`src/hdl/tmaf_pkg.sv`:
```
package tmaf_pkg;

	// Fixed field widths
	localparam int unsigned SAMPLE_W = 16;
	localparam int unsigned WL_W     = 5;
	localparam int unsigned PDATA_W  = 32;
	localparam int unsigned PADDR_W  = 3;

	// Window limits and reset value
	localparam int unsigned WINDOW_MAX_DEF = 16;
	localparam int unsigned WINDOW_MIN     = 3;
	localparam logic [WL_W-1:0] WINDOW_RESET = 5'd10;

	// Register indexes (paddr[2])
	localparam logic REG_WINDOW_LENGTH = 1'b0;

	typedef enum logic [2:0] {
		S_IDLE,
		S_SCAN,
		S_FIN,
		S_PREP,
		S_DIV,
		S_DONE
	} tmaf_state_t;

endpackage

```
`src/hdl/tmaf_ifs.sv`:
```
interface tmaf_in_if;
	logic                           valid;
	logic                           ready;
	logic [tmaf_pkg::SAMPLE_W-1:0] sample;

	modport source (output valid, output sample, input ready);
	modport sink (input valid, input sample, output ready);
endinterface

interface tmaf_out_if;
	logic                           valid;
	logic                           ready;
	logic [tmaf_pkg::SAMPLE_W-1:0] filtered;

	modport source (output valid, output filtered, input ready);
	modport sink (input valid, input filtered, output ready);
endinterface

```
`src/hdl/trimmed_moving_average_filter.sv`:
```
// Each accepted sample takes one ring write, one read per window entry, the
// S_FIN and S_PREP settle states and 16 divide steps before its result word.
// The ring scan and the bit-serial divider keep the block busy: a new sample is
// taken only in S_IDLE. A result still held at the output stalls the next one.
// Reset: arst_n clears the ring (through per-entry valid bits), the write
// position and sets window_length to 10.
module trimmed_moving_average_filter #(
	parameter int unsigned WINDOW_MAX = tmaf_pkg::WINDOW_MAX_DEF
) (
	input  logic                          clk,
	input  logic                          arst_n,
	// APB-style configuration port
	input  logic                          psel,
	input  logic                          penable,
	input  logic                          pwrite,
	input  logic [tmaf_pkg::PADDR_W-1:0]  paddr,
	input  logic [tmaf_pkg::PDATA_W-1:0]  pwdata,
	output logic [tmaf_pkg::PDATA_W-1:0]  prdata,
	output logic                          pready,
	// Sample and result channels
	tmaf_in_if.sink                       samples,
	tmaf_out_if.source                    results
);
	import tmaf_pkg::*;

	localparam int unsigned AW    = $clog2(WINDOW_MAX);
	localparam int unsigned WIN_W = $clog2(WINDOW_MAX + 1);
	localparam int unsigned CW    = (WIN_W > WL_W) ? WIN_W : WL_W;
	localparam int unsigned SUM_W = SAMPLE_W + AW;
	localparam int unsigned HI_W  = SUM_W - SAMPLE_W;
	localparam int unsigned DC_W  = $clog2(SAMPLE_W);

	tmaf_state_t state_q, state_d;

	logic [WL_W-1:0]     window_length_q;
	logic [AW-1:0]       pos_q;
	logic [AW-1:0]       cnt_q;
	logic [SAMPLE_W-1:0] ring_mem [WINDOW_MAX];
	logic [WINDOW_MAX-1:0] ring_vld_q;
	logic [SAMPLE_W-1:0] rdata_s1;
	logic                rvld_s1;
	logic                rd_s1;
	logic [SUM_W-1:0]    sum_q;
	logic [SAMPLE_W-1:0] max_q;
	logic [SAMPLE_W-1:0] min_q;
	logic [WIN_W-1:0]    div_q;
	logic [WIN_W-1:0]    rem_q;
	logic [SAMPLE_W-1:0] quo_q;
	logic [DC_W-1:0]     dcnt_q;
	logic [SAMPLE_W-1:0] filtered_q;
	logic                out_vld_q;

	logic [CW-1:0]       wl_ext;
	logic [WIN_W-1:0]    win;
	logic [WIN_W-1:0]    widx_ext;
	logic [AW-1:0]       widx;
	logic [WIN_W-1:0]    pos_inc;
	logic                accept;
	logic                scan_last;
	logic                out_load;
	logic [SAMPLE_W-1:0] entry;
	logic [SUM_W-1:0]    kept;
	logic [WIN_W:0]      rem_sh;
	logic                rem_ge;
	logic [WIN_W:0]      rem_sub;

	// Configuration port
	assign pready = 1'b1;
	assign prdata = (paddr[2] == REG_WINDOW_LENGTH) ? PDATA_W'(window_length_q) : '0;

	always_ff @(posedge clk or negedge arst_n) begin
		if (!arst_n) begin
			window_length_q <= WINDOW_RESET;
		end else if (psel && penable && pwrite && paddr[2] == REG_WINDOW_LENGTH) begin
			window_length_q <= pwdata[WL_W-1:0];
		end
	end

	// Saturate the window into its legal range
	always_comb begin
		wl_ext = CW'(window_length_q);
		if (wl_ext < CW'(WINDOW_MIN))
			win = WIN_W'(WINDOW_MIN);
		else if (wl_ext > CW'(WINDOW_MAX))
			win = WIN_W'(WINDOW_MAX);
		else
			win = WIN_W'(wl_ext);
	end

	// Write slot: wrap first if the window has shrunk under the position
	always_comb begin
		widx_ext = (WIN_W'(pos_q) >= win) ? '0 : WIN_W'(pos_q);
		widx     = widx_ext[AW-1:0];
		pos_inc  = widx_ext + WIN_W'(1);
	end

	assign accept    = samples.valid && samples.ready;
	assign scan_last = (WIN_W'(cnt_q) == win - WIN_W'(1));
	assign out_load  = (state_q == S_DONE) && (!out_vld_q || results.ready);
	assign entry     = rvld_s1 ? rdata_s1 : '0;
	assign kept      = sum_q - SUM_W'(max_q) - SUM_W'(min_q);

	// One restoring divide step
	always_comb begin
		rem_sh  = {rem_q, quo_q[SAMPLE_W-1]};
		rem_ge  = rem_sh >= {1'b0, div_q};
		rem_sub = rem_sh - {1'b0, div_q};
	end

	// State register
	always_ff @(posedge clk or negedge arst_n) begin
		if (!arst_n)
			state_q <= S_IDLE;
		else
			state_q <= state_d;
	end

	// Next state and handshake
	always_comb begin
		state_d       = state_q;
		samples.ready = 1'b0;
		unique case (state_q)
			S_IDLE: begin
				samples.ready = 1'b1;
				if (samples.valid)
					state_d = S_SCAN;
			end
			S_SCAN: begin
				if (scan_last)
					state_d = S_FIN;
			end
			S_FIN:  state_d = S_PREP;
			S_PREP: state_d = S_DIV;
			S_DIV: begin
				if (dcnt_q == DC_W'(SAMPLE_W - 1))
					state_d = S_DONE;
			end
			S_DONE: begin
				if (out_load)
					state_d = S_IDLE;
			end
			default: state_d = S_IDLE;
		endcase
	end

	// Ring memory: write on accept, read one entry a cycle during the scan
	always_ff @(posedge clk) begin
		if (accept)
			ring_mem[widx] <= samples.sample;
		rdata_s1 <= ring_mem[cnt_q];
	end

	// Valid bits stand in for the cleared ring
	always_ff @(posedge clk or negedge arst_n) begin
		if (!arst_n) begin
			ring_vld_q <= '0;
			pos_q      <= '0;
			rvld_s1    <= 1'b0;
			rd_s1      <= 1'b0;
		end else begin
			if (accept) begin
				ring_vld_q[widx] <= 1'b1;
				pos_q <= (pos_inc >= win) ? '0 : pos_inc[AW-1:0];
			end
			rd_s1   <= (state_q == S_SCAN);
			rvld_s1 <= ring_vld_q[cnt_q];
		end
	end

	// Scan counter, running sum and extremes
	always_ff @(posedge clk) begin
		if (accept) begin
			cnt_q <= '0;
			sum_q <= '0;
			max_q <= '0;
			min_q <= '1;
		end else begin
			if (state_q == S_SCAN && !scan_last)
				cnt_q <= cnt_q + AW'(1);
			if (rd_s1) begin
				sum_q <= sum_q + SUM_W'(entry);
				if (entry > max_q)
					max_q <= entry;
				if (entry < min_q)
					min_q <= entry;
			end
		end
	end

	// Divider: quotient fits 16 bits, so start from the high part of the dividend
	always_ff @(posedge clk) begin
		if (state_q == S_PREP) begin
			div_q  <= win - WIN_W'(2);
			rem_q  <= WIN_W'(kept[SUM_W-1 -: HI_W]);
			quo_q  <= kept[SAMPLE_W-1:0];
			dcnt_q <= '0;
		end else if (state_q == S_DIV) begin
			rem_q  <= rem_ge ? rem_sub[WIN_W-1:0] : rem_sh[WIN_W-1:0];
			quo_q  <= {quo_q[SAMPLE_W-2:0], rem_ge};
			dcnt_q <= dcnt_q + DC_W'(1);
		end
		if (out_load)
			filtered_q <= quo_q;
	end

	// Output register: hold the word until taken
	always_ff @(posedge clk or negedge arst_n) begin
		if (!arst_n)
			out_vld_q <= 1'b0;
		else if (out_load)
			out_vld_q <= 1'b1;
		else if (results.ready)
			out_vld_q <= 1'b0;
	end

	assign results.valid    = out_vld_q;
	assign results.filtered = filtered_q;

endmodule
```
`src/flat_wrapper.sv`:
```
// flat-port wrapper written by rule: the top's interface ports become plain ports
module trimmed_moving_average_filter_flat import tmaf_pkg::*;
#(
	parameter int unsigned WINDOW_MAX = tmaf_pkg::WINDOW_MAX_DEF
)
  (clk, arst_n, psel, penable, pwrite, paddr, pwdata, prdata, pready, samples_valid, samples_sample, samples_ready, results_valid, results_filtered, results_ready);
  tmaf_in_if samples_i ();
  tmaf_out_if results_i ();
  input  logic clk;
  input  logic arst_n;
  input  logic psel;
  input  logic penable;
  input  logic pwrite;
  input  logic [tmaf_pkg::PADDR_W-1:0] paddr;
  input  logic [tmaf_pkg::PDATA_W-1:0] pwdata;
  output logic [tmaf_pkg::PDATA_W-1:0] prdata;
  output logic pready;
  input wire logic [$bits(samples_i.valid)-1:0] samples_valid;
  input wire logic [$bits(samples_i.sample)-1:0] samples_sample;
  output wire logic [$bits(samples_i.ready)-1:0] samples_ready;
  output wire logic [$bits(results_i.valid)-1:0] results_valid;
  output wire logic [$bits(results_i.filtered)-1:0] results_filtered;
  input wire logic [$bits(results_i.ready)-1:0] results_ready;
  assign samples_i.valid = samples_valid;
  assign samples_i.sample = samples_sample;
  assign samples_ready = samples_i.ready;
  assign results_valid = results_i.valid;
  assign results_filtered = results_i.filtered;
  assign results_i.ready = results_ready;
  trimmed_moving_average_filter #(.WINDOW_MAX(WINDOW_MAX)) u_core (.clk(clk), .arst_n(arst_n), .psel(psel), .penable(penable), .pwrite(pwrite), .paddr(paddr), .pwdata(pwdata), .prdata(prdata), .pready(pready), .samples(samples_i), .results(results_i));
endmodule
```
`config.mk`:
```
export PLATFORM = sky130hd
export DESIGN_NAME = trimmed_moving_average_filter_flat
export DESIGN_NICKNAME = d
export VERILOG_FILES = /design/src/hdl/tmaf_pkg.sv /design/src/hdl/tmaf_ifs.sv /design/src/hdl/trimmed_moving_average_filter.sv /design/src/flat_wrapper.sv
export SDC_FILE = /design/constraint.sdc
export NUM_CORES = 1
export LEC_CHECK = 0
export ABC_AREA = 1
export BUFFER_PORTS_ARGS = -buffer_cell sky130_fd_sc_hd__buf_2
export CAP_MARGIN = 30
export CORE_ASPECT_RATIO = 0.9
export CORE_MARGIN = 2
export CORE_UTILIZATION = 38
export DETAILED_ROUTE_END_ITERATION = 10
export PLACE_DENSITY_LB_ADDON = 0.1
export SETUP_SLACK_MARGIN = 0.4
export SLEW_MARGIN = 20
export SYNTH_ARGS = -nofsm -noshare
export SYNTH_HDL_FRONTEND = slang
export SYNTH_SLANG_ARGS = --single-unit
```
`constraint.sdc`:
```
create_clock -name clk -period 5.5 [get_ports clk]
set_input_delay 0.275 -clock clk [delete_from_list [all_inputs] [get_ports clk]]
set_output_delay 0.275 -clock clk [all_outputs]
set_load 0.01 [all_outputs]
```
## Yosys cells after proc, flatten, opt, wreduce, memory -nomap -nowiden

Memories as Yosys holds them, arrays and structs flattened. A register that Yosys moved wholly into a read port is not among the register bits.
Cells that the tools add are included.

| operators by class | value |
|---|---|
| $add $sub $neg | 9 |
| $mul | 0 |
| divide/modulo/power cells | 0 |
| order comparisons | 10 |
| equality and inequality tests | 11 |
| shifts and indexed selects | 0 |
| muxes and demuxes | 25 |
| bitwise gates (word level) | 2 |
| reductions and logical operators | 16 |

Operator list:

| kind | number |
|---|---|
| 16-bit two-way mux | 3 |
| 20-bit by 16-bit subtractor with 20-bit output | 2 |
| 20-bit by 16-bit adder with 20-bit output | 1 |
| 5-bit two-way mux | 4 |
| 3-bit one-hot mux with 6 select lines | 1 |
| 16-bit > comparator | 1 |
| 16-bit < comparator | 1 |
| 4-bit two-way mux | 4 |
| 16-bit bitwise OR | 1 |
| 3-bit two-way mux | 4 |
| 4-bit by 5-bit < comparator with 1-bit output, second input constant | 2 |
| 4-bit by 1-bit adder with 4-bit output, second input constant | 2 |
| 1-bit logical AND | 7 |
| 1-bit two-way mux | 7 |
| 3-bit by 2-bit equality test with 1-bit output, second input constant | 2 |
| 3-bit equality test, second input constant | 2 |
| 6-bit by 5-bit greater-or-equal comparator with 1-bit output | 1 |
| 2-bit by 1-bit inequality test with 1-bit output, second input constant | 3 |
| 5-bit by 1-bit adder with 5-bit output, second input constant | 1 |
| 4-bit by 5-bit equality test with 1-bit output | 1 |
| 4-bit by 5-bit greater-or-equal comparator with 1-bit output | 1 |
| 5-bit greater-or-equal comparator | 1 |
| 5-bit > comparator, second input constant | 1 |
| 5-bit by 2-bit < comparator with 1-bit output, second input constant | 1 |
| other kinds (16) | 19 |

| storage, ports and cells | value |
|---|---|
| flip-flop bits (word level) | 133 |
| latch bits | 0 |
| RAM bits | 256 |
| memory bits (read-only) | 0 |
| input bits | 58 |
| output and inout bits | 51 |
| memories kept | 1 |

Memories:

| memory | words | bits a word | read ports | clocked after Yosys merged registers in | wr ports | line | RTL |
|---|---|---|---|---|---|---|---|
| u_core.ring_mem | 16 | 16 | 1 | 1 | 1 | trimmed_moving_average_filter.sv:38 | `logic [SAMPLE_W-1:0] ring_mem [WINDOW_MAX];` |

## Logic depth before layout (Yosys ltp)

| depth | value |
|---|---|
| depth in word-level cells | 10 |
| gate-level depth with buffers | 22 |
| depth with buffers taken out | 22 |

## Worst setup path before layout

OpenSTA, ideal clock, no wires.

| timing path | value |
|---|---|
| path kind | flip-flop to flip-flop |
| start point | reg u_core.window_length_q[3] |
| end point | mem u_core.ring_mem[11][0], enable pin |
| data arrival time | 3.072 ns |
| path slack | 2.040 ns |
| stages on the path, launching flop included | 12 |
| path buffers | 0 |
| period minus slack after synthesis | 3.460 ns |
| cells stage by stage | dfstp_2 nor2_2 o21ai_0 ha_1 nand4_1 or2_1 and3_4 nand2_1 inv_1 ha_1 nand2_1 nor2_1 |

| on the way | value |
|---|---|
| longest elaborated chain between the ends | 5 |

RTL lines:

| what | line | RTL |
|---|---|---|
| from (decl) | trimmed_moving_average_filter.sv:35 | `logic [WL_W-1:0] window_length_q;` |
| from (signal assigned) | trimmed_moving_average_filter.sv:75 | `window_length_q <= pwdata[WL_W-1:0];` |
| 5-bit > comparator | trimmed_moving_average_filter.sv:84 | `else if (wl_ext > CW'(WINDOW_MAX))` |
| 5-bit two-way mux | trimmed_moving_average_filter.sv:84 |  |
| 5-bit two-way mux * | trimmed_moving_average_filter.sv:82 | `if (wl_ext < CW'(WINDOW_MIN))` |
| 4-bit by 5-bit greater-or-equal comparator with 1-bit output * | trimmed_moving_average_filter.sv:92 | `widx_ext = (WIN_W'(pos_q) >= win) ? '0 : WIN_W'(pos_q);` |
| 4-bit two-way mux * | trimmed_moving_average_filter.sv:92 |  |
| to (decl) | trimmed_moving_average_filter.sv:38 |  |

Every way passes the cells marked *; elsewhere a longest branch is shown, timed or not.

## Worst setup path after layout

| timing path | value |
|---|---|
| start point | reg u_core.window_length_q[2] |
| end point | reg u_core.pos_q[2] |

| on the way | value |
|---|---|
| longest elaborated chain between the ends | 8 |

RTL lines:

| what | line | RTL |
|---|---|---|
| 5-bit > comparator | trimmed_moving_average_filter.sv:84 |  |
| 5-bit two-way mux | trimmed_moving_average_filter.sv:84 |  |
| 5-bit two-way mux * | trimmed_moving_average_filter.sv:82 |  |
| 4-bit by 5-bit greater-or-equal comparator with 1-bit output | trimmed_moving_average_filter.sv:92 |  |
| 4-bit two-way mux | trimmed_moving_average_filter.sv:92 |  |
| 5-bit by 1-bit adder with 5-bit output | trimmed_moving_average_filter.sv:94 | `pos_inc = widx_ext + WIN_W'(1);` |
| 5-bit greater-or-equal comparator | trimmed_moving_average_filter.sv:163 | `pos_q <= (pos_inc >= win) ? '0 : pos_inc[AW-1:0];` |
| 4-bit two-way mux * | trimmed_moving_average_filter.sv:163 |  |
| to (signal assigned) | trimmed_moving_average_filter.sv:163 |  |
| to (decl) | trimmed_moving_average_filter.sv:36 | `logic [AW-1:0] pos_q;` |

Marks and branches as above.
A chain may end at the register's enable or synchronous reset.

==> impl_metrics.py <==
metrics = {
    "detailed_routing": {
        "routed_wirelength_um": 49800,
        "viasPerCell": 5.02,
        "wl_per_cell_um": 18.1,
        "via_count": 13800,
        "drc": 0,
        "dr.first_iter.drc_count": 874,
        "ant_nets": 0,
        "firstDrtPassIters": 5,
    },
    "power": {
        "p_sw_share_pct": 44.4,
        "p_comb_share_pct": 49.7,
        "p_clk_share_pct": 20.6,
        "power_frac_seq_pct": 29.7,
        "p_leak_uw": 0.00893,
        "p_sw_uw": 6290,
        "ir_drop_v": 0.000381,
        "p_int_uw": 7870,
        "power_density_mw_per_mm2": 640,
    },
    "sta": {
        "max_slew_margin_pct": 36.3,
        "rsz0062_at_grt": "false",
        "fin_tns_setup_ns": 0,
        "slew_viol_final": 0,
        "finalClockSkew_ns": 0.0544,
        "setup_viol": 0,
        "finalHoldViolCount": 0,
        "tightest_slew_ns": 0.954,
        "clock.fmax_mhz": 272,
        "holdWs_ns": 0.0679,
        "period_share_pct": 66.8,
        "fin_crit_ns": 3.67,
    },
    "hold_path": {
        "hold_class": "primary input to flip-flop",
        "min_to": "u_core.ring_mem[10][15]",
        "hold_start": "samples_sample[15]",
        "whs_path_depth": 1,
    },
    "logic_synthesis": {
        "ys.flop_type": "edfxtp_1",
        "ys_ff_latch": 405,
        "ys_seq_area_share_pct": 57.2,
        "netlist_area_mm2": 0.0196,
        "syn_inst": 1972,
        "syn_avg_cell_area_um2": 9.96,
        "ys_types": 54,
        "synth_warnings": 0,
        "async_flop_share_pct": 7.65,
        "synth_edf_count": 297,
    },
    "cells_and_area": {
        "utilization_pct": 43.0,
        "seqCellArea_mm2": 0.0112,
        "fin_nets": 2196,
        "multi_input_area_mm2": 0.00728,
        "drive_gt1_share_pct": 10.0,
        "nFillCells": 5060,
        "n_antenna_cell": 0,
        "area_delta_synth_final_pct": 12.6,
    },
    "global_routing": {
        "grt_pass1_vias": 13300,
        "grt_pass1_wl_um": 77200,
        "grt-ovfl-total": 0,
        "grt_max_degree": 73,
        "grt_use_total_pct": 18.7,
        "antenna_found_initial": 1,
    },
    "critical_path": {
        "r2r_start": "u_core.window_length_q[2]",
        "regToRegEndpoint": "u_core.pos_q[2]",
        "path_max_fanout": 5,
        "worstSetupStartpointType": "flip-flop",
        "critPathKind": "flip-flop to flip-flop",
        "arrival_ns": 4.20,
        "ff2ff_setup_slack_ns": 1.83,
        "crit_path_end_kind": "flip-flop",
        "crit_required_ns": 6.02,
        "r2r_cells": 21,
    },
    "floorplanning": {
        "die_height_um": 220,
        "dieArea_mm2": 0.0535,
        "die_w_um": 244,
        "start_util_pct": 38.2,
        "core-area_mm2": 0.0514,
        "io-pin-count": 109,
        "rows": 79,
    },
    "placement": {
        "gp_congestion": 0.835,
        "portBuffers": 51,
        "hpwl_um": 32900,
    },
    "clocking": {
        "htreeDepth": 2,
        "ctsResizeCount": 0,
        "clockBufferDepth": 3,
        "clk_pin_slew_ns": 0.06,
        "cts_setup_buffers": 0,
        "cts_tree": "built",
        "clock-sinks": 405,
        "cts_inserted_buffers": 45,
        "clk_latency_ns": 0.60,
        "cts-root-buf": "clkbuf_16",
    },
    "status": {
        "status": "finished clean",
    },
    "job": {
        "max_cap_viol_count": 0,
    },
}
## power by group through the flow
stage / Clock (µW) / Sequential [µW] / Combinational [µW]
floorplan: 0 / 4120 / 5250
global placement: 0 / 4260 / 6980
detailed placement: 0 / 4270 / 7050
CTS: 3000 / 4220 / 7090
global route: 3110 / 4260 / 8110
finish: 2920 / 4210 / 7030
## critical path, cell delays in order (launching register included)
cell and delay [ns]:
dfrtp_1 0.41, nor2_2 0.19, nand2_1 0.07, nand2_1 0.10, nand2_2 0.11, ha_1 0.33, nand4_1 0.10, or2_1 0.26
and3_4 0.21, nand2_1 0.13, inv_1 0.11, ha_1 0.23, inv_1 0.07, nand2_1 0.07, nand2_1 0.07, inv_1 0.04
ha_1 0.29, a21oi_1 0.16, o21ai_0 0.10, nor4_2 0.33, nand3_1 0.14, nand2_1 0.08
## routing by layer
| metal | up-vias | GRT usage (%) | part of all wire (%) |
|---|---|---|---|
| met5 | - | 0 | 0 |
| li1 | 6891 | - | - |
| met3 | 63 | 2.85 | 4.1 |
| met4 | 0 | 5.77 | 2.3 |
| met2 | 258 | 30.1 | 46 |
| met1 | 6612 | 26.1 | 48 |
## layout make-up
type                    count  share of cell area [%]
flip-flops and latches    405                    50.8
multi-input cells        1308                    32.9
clock buffers              64                    5.65
well taps                 688                    3.89
inverters                 185                    3.17
repair buffers             86                    2.66
clock inverters            20                   0.860
## cells by family after synthesis
group	Yosys count	share of synthesized area (%)
simple gates	766	16.8
flops	405	57.2
compound gates	389	11.2
buf+inv	286	6.45
fa+ha+maj	107	7.51
xor+xnor	17	0.758
other cells	2	0.0382
## how the worst max path moves through the flow
stage                                          from                      to  slack [ns]  depth (start not counted)
after global routing      u_core.window_length_q[2]         u_core.pos_q[0]        1.45                         21
after floorplan           u_core.window_length_q[3]  u_core.ring_mem[11][0]        2.04                         11
after detailed placement  u_core.window_length_q[2]  u_core.ring_mem[15][3]        1.77                         13
final                     u_core.window_length_q[2]         u_core.pos_q[2]        1.83                         21
after CTS                 u_core.window_length_q[3]  u_core.ring_mem[15][7]        1.75                         12
after global placement    u_core.window_length_q[2]   u_core.ring_mem[2][8]        1.80                         12
## synthesized netlist by cell type, types with 3 or more instances
master    count  area share, %
nand2_2      12           0.38
o221ai_1     10           0.45
clkbuf_1     28           0.54
inv_1       177            3.4
o22ai_1      19           0.61
nand3b_1      5           0.19
nand2_1     383            7.3
nor3_1        7           0.18
nor2_2        4           0.13
o21bai_1     21           0.80
dfxtp_1      77            7.8
o21ai_1      15           0.38
nand3_1     136            3.5
fa_1         18            1.8
inv_2         6           0.11
xnor2_1       8           0.36
ha_1         89            5.7
and2_1        3          0.096
a221oi_1     18           0.80
buf_2        34           0.87
nand2_4       6           0.34
o21ai_0     150            3.8
o221a_2       5           0.29
o21a_1        3           0.11
edfxtp_1    297             45
a21oi_1     132            3.4
nand4_1      28           0.89
dfrtp_1      29            3.7
xor2_1        9           0.40
buf_4        34            1.3
nor2_1      169            3.2
a31oi_1       4           0.13
o211ai_1      6           0.23
## stage by stage
| stage | area (µm²) | setup slack [ns] | std cells | total power, µW |
|---|---|---|---|---|
| floorplan | 19700 | 2.04 | 1999 | 9360 |
| global placement | 20500 | 1.80 | 2654 | 11200 |
| detailed placement | 20500 | 1.77 | 2659 | 11300 |
| CTS | 22000 | 1.75 | 2750 | 14300 |
| global route | 22100 | 1.45 | 2756 | 15500 |
| finish | 22100 | 1.83 | 2756 | 14200 |
## repair_timing
| item | in CTS | in global routing |
|---|---|---|
| setup endpoints to repair | 0 | 0 |
| hold endpoints to repair | 35 | 0 |
| hold buffers | 7 | 0 |
## state kept, by name (all words and copies together) (netlist names), 5 cells and up
name,flops
u_core.quo_q,16
u_core.rem_q,5
u_core.min_q,16
u_core.sum_q,20
u_core.results.filtered,16
u_core.rdata_s1,16
u_core.div_q,5
u_core.ring_vld_q,16
u_core.ring_mem,256
u_core.window_length_q,5
u_core.max_q,16
## cells in the final DEF (no fill, tap or decap), drive strengths merged, types with 19 or more instances in the layout
cell type,instances
dfxtp,77
clkbuf,64
o22ai,19
nand4,28
o21ai,165
ha,89
nor2,174
edfxtp,297
o21bai,21
conb,29
dfrtp,29
nand3,138
inv,186
a21oi,134
buf,79
nand2,401
Note: power is estimated with default switching activity, not from simulation.
